===== src/design/assert_macros.svh =====
// assertion macros shared by the span fill design files
// needs clk and rst_n in the scope where a macro is used
`ifndef ASSERT_MACROS_SVH
`define ASSERT_MACROS_SVH

// condition holds at every clock edge out of reset
`define PSF_ASSERT(label, cond, msg) \
    label: assert property (@(posedge clk) disable iff (!rst_n) (cond)) \
        else $error(msg);

// consequent holds in the same cycle as the antecedent
`define PSF_ASSERT_IMP(label, ante, cons, msg) \
    label: assert property (@(posedge clk) disable iff (!rst_n) (ante) |-> (cons)) \
        else $error(msg);

// consequent holds in the cycle after the antecedent
`define PSF_ASSERT_NXT(label, ante, cons, msg) \
    label: assert property (@(posedge clk) disable iff (!rst_n) (ante) |=> (cons)) \
        else $error(msg);

`endif


===== src/design/psf_pkg.sv =====
// shared types and constants of the polygon span fill unit
// no dependencies
package psf_pkg;

    // command codes
    localparam logic [1:0] CMD_CLEAR  = 2'd0;
    localparam logic [1:0] CMD_APPEND = 2'd1;
    localparam logic [1:0] CMD_RASTER = 2'd2;

    // configuration register indexes
    localparam int CFG_IDX_W = 3;
    localparam logic [CFG_IDX_W-1:0] CFG_CLIP_LEFT   = 3'd0;
    localparam logic [CFG_IDX_W-1:0] CFG_CLIP_TOP    = 3'd1;
    localparam logic [CFG_IDX_W-1:0] CFG_CLIP_RIGHT  = 3'd2;
    localparam logic [CFG_IDX_W-1:0] CFG_CLIP_BOTTOM = 3'd3;
    localparam logic [CFG_IDX_W-1:0] CFG_FILL_COLOR  = 3'd4;

    localparam int MIN_VERTICES = 3;
    localparam int MAX_SPANS    = 32;
    localparam int SPAN_CNT_W   = 6;

    // crossing key: 18-bit signed integer part, 32-bit fraction
    localparam int FRAC_W = 32;
    localparam int INT_W  = 18;
    localparam int KEY_W  = INT_W + FRAC_W;

    // divider result: floor quotient and binary fraction of the remainder
    typedef struct packed {
        logic signed [16:0]  quo;
        logic [FRAC_W-1:0]   frac;
    } div_res_t;

endpackage


===== src/design/psf_div.sv =====
// bit-serial floor divider with fraction for edge crossings
// depends on psf_pkg and assert_macros.svh
`include "assert_macros.svh"

module psf_div
(
    input  logic                clk,
    input  logic                rst_n,
    input  logic                start,
    input  logic [31:0]         num,
    input  logic [15:0]         den,
    input  logic                neg,
    output logic                done,
    output psf_pkg::div_res_t   res
);

    typedef enum logic [1:0] {D_IDLE, D_QUO, D_FIX, D_FRAC} dstate_t;

    dstate_t                     state_reg;
    logic [15:0]                 rem_reg;
    logic [15:0]                 sh_reg;
    logic [psf_pkg::FRAC_W-1:0]  frac_reg;
    logic signed [16:0]          quo_reg;
    logic [15:0]                 den_reg;
    logic                        neg_reg;
    logic [4:0]                  cnt_reg;
    logic                        done_reg;

    logic                        in_bit;
    logic [16:0]                 trial;
    logic                        ge;
    logic [16:0]                 diff;
    logic [15:0]                 rem_step;

    // one restoring step per cycle
    always_comb
    begin
        in_bit   = (state_reg == D_QUO) ? sh_reg[15] : 1'b0;
        trial    = {rem_reg, in_bit};
        ge       = (trial >= {1'b0, den_reg});
        diff     = trial - {1'b0, den_reg};
        rem_step = ge ? diff[15:0] : trial[15:0];
    end

    // sequencer: 16 quotient bits, sign fix, 32 fraction bits
    always_ff @(posedge clk or negedge rst_n)
    begin
        if (!rst_n)
        begin
            state_reg <= D_IDLE;
            rem_reg   <= '0;
            sh_reg    <= '0;
            frac_reg  <= '0;
            quo_reg   <= '0;
            den_reg   <= '0;
            neg_reg   <= 1'b0;
            cnt_reg   <= '0;
            done_reg  <= 1'b0;
        end
        else
        begin
            done_reg <= 1'b0;
            case (state_reg)
                D_IDLE:
                begin
                    if (start)
                    begin
                        rem_reg   <= num[31:16];
                        sh_reg    <= num[15:0];
                        den_reg   <= den;
                        neg_reg   <= neg;
                        cnt_reg   <= '0;
                        state_reg <= D_QUO;
                    end
                end
                D_QUO:
                begin
                    rem_reg <= rem_step;
                    sh_reg  <= {sh_reg[14:0], ge};
                    cnt_reg <= cnt_reg + 5'd1;
                    if (cnt_reg == 5'd15)
                    begin
                        state_reg <= D_FIX;
                    end
                end
                D_FIX:
                begin
                    // turn truncated magnitude into floor quotient
                    if (neg_reg && (rem_reg != '0))
                    begin
                        quo_reg <= ~$signed({1'b0, sh_reg});
                        rem_reg <= den_reg - rem_reg;
                    end
                    else if (neg_reg)
                    begin
                        quo_reg <= -$signed({1'b0, sh_reg});
                    end
                    else
                    begin
                        quo_reg <= $signed({1'b0, sh_reg});
                    end
                    cnt_reg   <= '0;
                    state_reg <= D_FRAC;
                end
                D_FRAC:
                begin
                    rem_reg  <= rem_step;
                    frac_reg <= {frac_reg[psf_pkg::FRAC_W-2:0], ge};
                    cnt_reg  <= cnt_reg + 5'd1;
                    if (cnt_reg == 5'd31)
                    begin
                        done_reg  <= 1'b1;
                        state_reg <= D_IDLE;
                    end
                end
                default:
                begin
                    state_reg <= D_IDLE;
                end
            endcase
        end
    end

    assign done     = done_reg;
    assign res.quo  = quo_reg;
    assign res.frac = frac_reg;

    `PSF_ASSERT_IMP(a_div_start_idle, start, state_reg == D_IDLE, "divider started while busy")
    `PSF_ASSERT_IMP(a_div_done_idle, done_reg, state_reg == D_IDLE, "divider done while running")

endmodule


===== config.mk =====
export PLATFORM = sky130hd
export DESIGN_NAME = psf_div
export DESIGN_NICKNAME = d
export VERILOG_FILES = /design/src/design/psf_pkg.sv /design/src/design/psf_div.sv
export VERILOG_INCLUDE_DIRS = /design/src /design/src/design
export SDC_FILE = /design/constraint.sdc
export NUM_CORES = 1
export LEC_CHECK = 0
export BUFFER_PORTS_ARGS = -buffer_cell sky130_fd_sc_hd__buf_2
export CAP_MARGIN = 20
export CORE_MARGIN = 1
export CORE_UTILIZATION = 50
export CTS_CLUSTER_SIZE = 30
export DETAILED_ROUTE_END_ITERATION = 16
export GPL_ROUTABILITY_DRIVEN = 1
export PLACE_DENSITY_LB_ADDON = 0.05
export SLEW_MARGIN = 30
export SYNTH_ARGS = -nofsm -noshare
export SYNTH_HDL_FRONTEND = slang
export SYNTH_SLANG_ARGS = --single-unit
export TNS_END_PERCENT = 100

===== constraint.sdc =====
create_clock -name clk -period 8.24 [get_ports clk]
set_input_delay 2.06 -clock clk [delete_from_list [all_inputs] [get_ports clk]]
set_output_delay 2.06 -clock clk [all_outputs]
set_load 0.05 [all_outputs]

==> results of run 1 <==
[final timing paths]
check	slack [ps]	end	from
min in group asynchronous	1670	rem_reg[9]	rst_n
hold / removal	510	frac_reg[31]	frac_reg[31]
setup / recovery	4740	sh_reg[11]	start
hold reg to reg	510	frac_reg[31]	frac_reg[31]
max in group asynchronous	5560	frac_reg[6]	rst_n
setup reg to reg	4880	rem_reg[14]	state_reg[0]
[synthesized netlist by cell type (all sizes together) (3+ instances only)]
library cell,instances
nand4,3
xnor2,21
ha,39
mux2i,19
inv,48
nor2b,7
clkbuf,16
o22ai,4
and3,6
or2,4
mux2,48
nor2,51
o21ai,65
o31ai,7
o41ai,5
xor2,17
a21oi,54
or3,14
nand3,9
nor4,5
nand2,45
nor3,8
nand2b,4
or4,4
o21a,6
dfrtp,106
a21o,5
a31oi,10
o211ai,4
a21boi,6
buf,13
a221oi,5
[cells by family (layout without fill, tap and decap cells)]
group | Yosys count | count (layout) | synth area share [%]
compound gates | 192 | 192 | 18.4
xor+xnor | 38 | 38 | 5.08
fa+ha+maj | 41 | 41 | 8.06
buf+inv | 77 | 168 | 4.74
flops | 106 | 106 | 40.5
mux | 67 | 67 | 11.2
simple gates | 164 | 164 | 12.1
[worst register-to-register path, cell delays in order (launching register included)]
cell	delay, ps
dfrtp_1	410
inv_1	150
ha_1	530
inv_1	490
nor2_1	620
a21o_1	550
nor2_1	160
o31ai_1	120
a221oi_1	90
a21oi_1	170
[through the flow]
step	hold slack [ps]	instances
finish	510	948
global route	536	948
CTS	508	948
detailed placement	492	933
global placement	487	933
floorplan	465	685
[layout by cell type (no fill, tap or decap), types with 10 or more instances in the layout]
master / count
dfrtp_1: 106
xnor2_1: 21
nand2_1: 45
xor2_1: 17
a31oi_1: 10
inv_1: 48
a21oi_1: 52
o21ai_0: 60
nor2_1: 47
mux2_2: 48
mux2i_1: 19
ha_1: 38
or3_1: 13
buf_2: 100
[metal layers]
layer / up-vias / wire length [um]
li1: 2611 / -
met1: 2658 / 7350
met2: 156 / 7910
met3: 38 / 759
met4: 0 / 518
met5: - / 0
[area by class of cell]
type | count | area, um^2 | share of cell area [%]
clock inverters | 5 | 45.0 | 0.601
clock buffers | 10 | 239 | 3.19
repair buffers | 105 | 542 | 7.23
well taps | 172 | 215 | 2.87
multi-input cells | 502 | 3620 | 48.3
flip-flops and latches | 106 | 2650 | 35.4
inverters | 48 | 180 | 2.41
==> flow_summary.toml, run 1 <==
[clocking]
cts_tree = "done"
ctsHtreeMaxLevel = 3
cts_resized = 0
path_clk_slew_ps = 70
clk_latency_ps = 360
cts_hold_buf = 0
cts-root-buf = "clkbuf_16"
cts_buffer_depth = 2
cts_setup_buffers = 0
cts.sinks = 106
cts_buffers = 9

[layout]
area_growth_pct = 14.3
diodes = 0
final_core_util_pct = 58.9
largest_reg_flops = 32
drive_above_1_share_pct = 24.1
final_nets = 865
nFillCells = 1187
finish.instance_area_um2 = 7490

[run]
max_cap_viol_count = 0

[sta]
fin_ws_ps = 4740
period_share_pct = 42.4
rsz0062_at_grt = "false"
max_slew_margin_pct = 38.8
period_minus_slack_ps = 3500
worst_clock_skew_ps = 9.40
slew_viol_final = 0
final_hold_viol_count = 0
fin_setup_tns_ps = 0
fmax_ghz = 0.286
setup_viol = 0
tightest_slew_ps = 918

[critical_path]
cp_data_arrival_time_ps = 3710
max_stage_delay_ps = 690
required_ps = 8450
path_depth = 4
endpoint_kind = "flip-flop"
crit_buf_inv = 1
cp_top_family = "compound AO/OA/AOI/OAI gates"
crit_fanout = 32
rr_worst_depth = 9
path_class = "input port to flip-flop"
path_cells = "buf_2, nand2_1, a21boi_4, o21ai_0"
slowest_stage = "a21boi_4"
startpoint_type = "input port"

[logic_synthesis]
synth_warnings = 0
ys_types = 66
synthesis.area_um2 = 6550
yosys-top-cells-area = "dfrtp_1, mux2_2, ha_1"
yosysTopAreaCell = "dfrtp_1"
synth-edff-count = 0
ys.flop_type = "dfrtp_1"
synth_cells = 685
synth.net_count = 778
ys_async_sr_fraction_pct = 100
yosysTopAreaCellShare_pct = 40.5
ys_seq_area_share_pct = 40.5
ys_ff_latch = 106
syn_area_per_cell_um2 = 9.57

[die]
rows = 41
design.die.area_um2 = 13600
die_h_um = 116
start_util_pct = 51.5
fp.dieW_um = 116
core_area_um2 = 12700
io_pins = 102

[routing]
drt-vias-per-instance = 5.76
wirelength_um = 16500
drtIter0Drc = 380
wl_per_cell_um = 17.4
ant_nets = 0
drc = 0
drt-pass1-iter-count = 5
via_count = 5463

[global_route]
antenna_found_initial = 0
grtUsageMet2_pct = 43.4
grt_pass1_vias = 5494
grt_util_met3_pct = 5.29
gr-max-usage-layer = "met2"
grt_pass1_wl_um = 27000
grt_use_total_pct = 26.0
grt_max_degree = 71
overflow = 0
grt_use_met1_pct = 33.1

[place]
place_congestion = 0.904
io_buffer_count = 101
pre_cts_slack_ps = 4330
placed_cell_area_um2 = 7200
dp_hpwl_um = 11800

[hold_path]
holdPathStages = 1
min_path_type = "flip-flop to flip-flop"

[outcome]
status = "finished, final reports clean"
Power of run 1 is not shown: default switching activity piles up to over one toggle a cycle in this logic, so the estimate is an artifact.
==> run 2: changes to the inputs <==
==> constraint.sdc (replaced) <==
create_clock -name clk -period 2.88 [get_ports clk]
set_input_delay 0.72 -clock clk [delete_from_list [all_inputs] [get_ports clk]]
set_output_delay 0.72 -clock clk [all_outputs]
set_load 0.05 [all_outputs]
==> flow_summary.toml, run 2 (synthesis gave the netlist of run 1 again) <==
[outcome]
status = "finished, final reports clean"

[routing]
wirelength_um = 17200
via_count = 5525
wl_per_cell_um = 17.5
drt-pass1-iter-count = 5
drtIter0Drc = 283
drt-vias-per-instance = 5.61
ant_nets = 0
drc = 0

[layout]
multi_input_area_um2 = 3630
nFillCells = 1149
regArea_um2 = 2650
area_growth_pct = 19.5
fin_cells = 984
diodes = 0
largest_reg_flops = 32
final_nets = 900
drive_above_1_share_pct = 28.7
final_cell_mix = "dfrtp_1, buf_2, o21ai_0"
layout_commonest_cell = "dfrtp_1"

[clocking]
cts_buffers = 9
cts_tree = "done"
cts-root-buf = "clkbuf_16"
path_clk_slew_ps = 80
clk_latency_ps = 360
ctsHtreeMaxLevel = 3
cts_buffer_depth = 2
cts.sinks = 106

[sta]
worst_clock_skew_ps = 13.0
slew_viol_final = 0
period_share_pct = 96.8
period_minus_slack_ps = 2790
tightest_slew_ps = 836
setup_viol = 0
final_hold_viol_count = 0
fin_ws_ps = 92.5
max_slew_margin_pct = 44.2
fmax_ghz = 0.359
whs_ps = 467

[place]
io_buffer_count = 101
dpl.cell_count = 964
pre_cts_slack_ps = 105
dp_hpwl_um = 12800
place_congestion = 0.910

[global_route]
grt_pass1_wl_um = 27200
antenna_found_initial = 0
grt_use_total_pct = 26.4
grt_pass1_vias = 5494
grt_max_degree = 63
overflow = 0

[die]
rows = 41
fp.dieW_um = 116
io_pins = 102
design.die.area_um2 = 13600
start_util_pct = 51.5
core_area_um2 = 12700
die_h_um = 116

[critical_path]
path_class = "flip-flop to flip-flop"
rr_worst_depth = 11
required_ps = 3120
crit_fanout = 2
cp_data_arrival_time_ps = 3030
endpoint_kind = "flip-flop"
startpoint_type = "flip-flop"

[hold_path]
min_path_type = "input port to async pin"

[run]
max_cap_viol_count = 0
-- run 2: metrics by stage --
stage	utilization [%]	setup TNS (ps)	instance area, um^2
after global placement	58.5	0	7440
final	61.5	0	7830
after global routing	61.5	-37.1	7830
after CTS	61.0	0	7760
after detailed placement	58.5	0	7440
after floorplan	-	0	6550
-- run 2: cell type report --
class	instances	area share [%]
sequential	106	33.9
multi-input combinational	502	46.4
inverter	48	2.30
clock inverter	6	1.05
clock buffer	10	3.05
timing repair buffer	140	10.5
tap	172	2.75
-- run 2: path summary, 6_finish.rpt --
| check | from | to | slack, ps |
|---|---|---|---|
| min in group clk | cnt_reg[2] | cnt_reg[2] | 520 |
| setup reg to reg | rem_reg[0] | rem_reg[14] | 90 |
| hold / removal | rst_n | rem_reg[3] | 470 |
| hold reg to reg | cnt_reg[2] | cnt_reg[2] | 520 |
| max in group asynchronous | rst_n | den_reg[11] | 1690 |
| setup / recovery | rem_reg[0] | rem_reg[14] | 90 |
-- run 2: metal layers --
layer | global-route usage (%) | wire [um] | vias to the layer above
met5 | 0 | 0 | -
li1 | - | - | 2689
met3 | 4.10 | 895 | 41
met1 | 32.6 | 7340 | 2627
met2 | 45.0 | 8400 | 168
met4 | 13.2 | 584 | 0
-- run 2: worst max-delay path, cell delays in order, from the launching register on --
cell and delay [ps]:
dfrtp_1 390, ha_1 220, fa_1 420, nor2b_1 190
o2111ai_1 200, a21boi_1 250, buf_4 160, o31ai_1 90
o211ai_1 190, o21ai_0 170, a221oi_2 290, a21oi_1 100
-- run 2: repair_timing --
item | CTS | global route
buffers inserted | 0 | 4
gates resized for setup | 0 | 13
endpoints found under the setup margin | 0 | 15
hold buffers | 0 | 0
Power of run 2 is left out for the same reason.
==> run 3: changes to the inputs <==
--- a/config.mk
+++ b/config.mk
@@ -8,6 +8,7 @@
 export LEC_CHECK = 0
 export BUFFER_PORTS_ARGS = -buffer_cell sky130_fd_sc_hd__buf_2
 export CAP_MARGIN = 20
+export CORE_ASPECT_RATIO = 2
 export CORE_MARGIN = 1
 export CORE_UTILIZATION = 50
 export CTS_CLUSTER_SIZE = 30
==> flow_summary.toml, run 3 (synthesis gave the netlist of run 1 again) <==
[clocking]
cts_buffer_depth = 2
ctsHtreeMaxLevel = 3
cts_buffers = 9
path_clk_slew_ps = 80
clk_latency_ps = 350
cts_hold_buf = 0
cts_tree = "done"
cts-root-buf = "clkbuf_16"
cts.sinks = 106

[routing]
ant_nets = 0
wl_per_cell_um = 19.6
via_count = 5676
wirelength_um = 19000
drt-vias-per-instance = 5.84
drc = 0
drtIter0Drc = 197
drt-pass1-iter-count = 4

[global_route]
grt_pass1_vias = 6011
grt_pass1_wl_um = 30200
grt_use_total_pct = 28.7
antenna_found_initial = 0
grt_max_degree = 43
overflow = 0

[critical_path]
crit_path_end = "rem_reg[11]"
reg2reg_to = "rem_reg[11]"
rrSetupSlack_ps = 130
path_cells = "ha_2, a21oi_4, o21ai_2, a311o_1, o2111a_1, or2_4, buf_4, a31oi_1, o21ai_0"
max_stage_delay_ps = 430
cp-startpoint = "rem_reg[7]"
cp_data_arrival_time_ps = 2970
slowest_stage = "dfrtp_1"
rr_startpoint = "rem_reg[7]"
rr_worst_depth = 9
startpoint_type = "flip-flop"
cp_top_family = "compound AO/OA/AOI/OAI gates"
endpoint_kind = "flip-flop"
required_ps = 3100
path_depth = 9
crit_fanout = 5
crit_buf_inv = 1
path_class = "flip-flop to flip-flop"

[layout]
layout_commonest_cell = "dfrtp_1"
area_growth_pct = 20.3
drive_above_1_share_pct = 30.3
final_nets = 910
largest_reg_flops = 32
final_cell_mix = "dfrtp_1, buf_2, o21ai_0"
diodes = 0

[die]
io_pins = 102
die_h_um = 164
design.die.area_um2 = 13600
start_util_pct = 51.6
core_area_um2 = 12700
fp.dieW_um = 82.9
rows = 58

[outcome]
status = "finished, final reports clean"

[place]
dp_hpwl_um = 15000
place_congestion = 0.947
io_buffer_count = 101

[sta]
setup_viol = 0
tightest_slew_ps = 712
period_share_pct = 95.6
fin_setup_tns_ps = 0
worst_clock_skew_ps = 9.33
final_hold_viol_count = 0
period_minus_slack_ps = 2750
rsz0062_at_grt = "false"
slew_viol_final = 0
max_slew_margin_pct = 52.3
fmax_ghz = 0.363

[hold_path]
min_path_type = "input port to async pin"

[run]
max_cap_viol_count = 0
==> run 3: changes by cell type in the layout (fill, tap and decap cells not counted), sizes merged <==
| cell | previous run | this run |
|---|---|---|
| clkbuf | 10 | 9 |
| buf | 140 | 150 |
| clkinv | 1 | 3 |
| clkinvlp | 1 | 0 |
==> run 3: through the flow <==
| stage | std cells | setup slack (ps) | cell area, um^2 | util (%) | hold slack [ps] |
|---|---|---|---|---|---|
| after floorplan | 685 | 85.6 | 6550 | - | 424 |
| after global placement | 955 | 53.5 | 7500 | 59.0 | 486 |
| after detailed placement | 955 | 22.9 | 7500 | 59.0 | 497 |
| after CTS | 971 | 19.1 | 7820 | 61.5 | 378 |
| after global routing | 972 | 6.12 | 7880 | 62.0 | 384 |
| final | 972 | 128 | 7880 | 62.0 | 359 |
==> run 3: final cells by class <==
cell class,instances,area [um^2]
Timing Repair Buffer,150,888
Multi-Input combinational cell,502,3650
Sequential cell,106,2660
Inverter,48,180
Clock buffer,9,225
Clock inverter,7,92.6
Fill cell,1133,4820
Tap cell,150,188
==> run 3: metal layers <==
layer	vias up	share of wire, %	track usage, %
met5	-	0	0
li1	2707	-	-
met1	2739	35	28.4
met2	171	55	55.7
met3	59	3.4	3.87
met4	0	5.9	17.4
==> run 3: timing repair <==
action                     in CTS  in global routing
setup endpoints to repair       0                 18
buffers inserted                0                  1
gates resized for setup         0                 20
hold endpoints to repair        0                  0
==> run 3: how the worst min path moves through the flow <==
stage                     cells past startpoint      endpoint          from
final                                         1    sh_reg[11]         rst_n
after detailed placement                      1    cnt_reg[2]    cnt_reg[2]
after global placement                        1  frac_reg[31]  frac_reg[31]
after floorplan                               0    cnt_reg[0]         rst_n
after global routing                          1    sh_reg[11]         rst_n
after CTS                                     1    sh_reg[11]         rst_n
Power of run 3 is left out for the same reason.
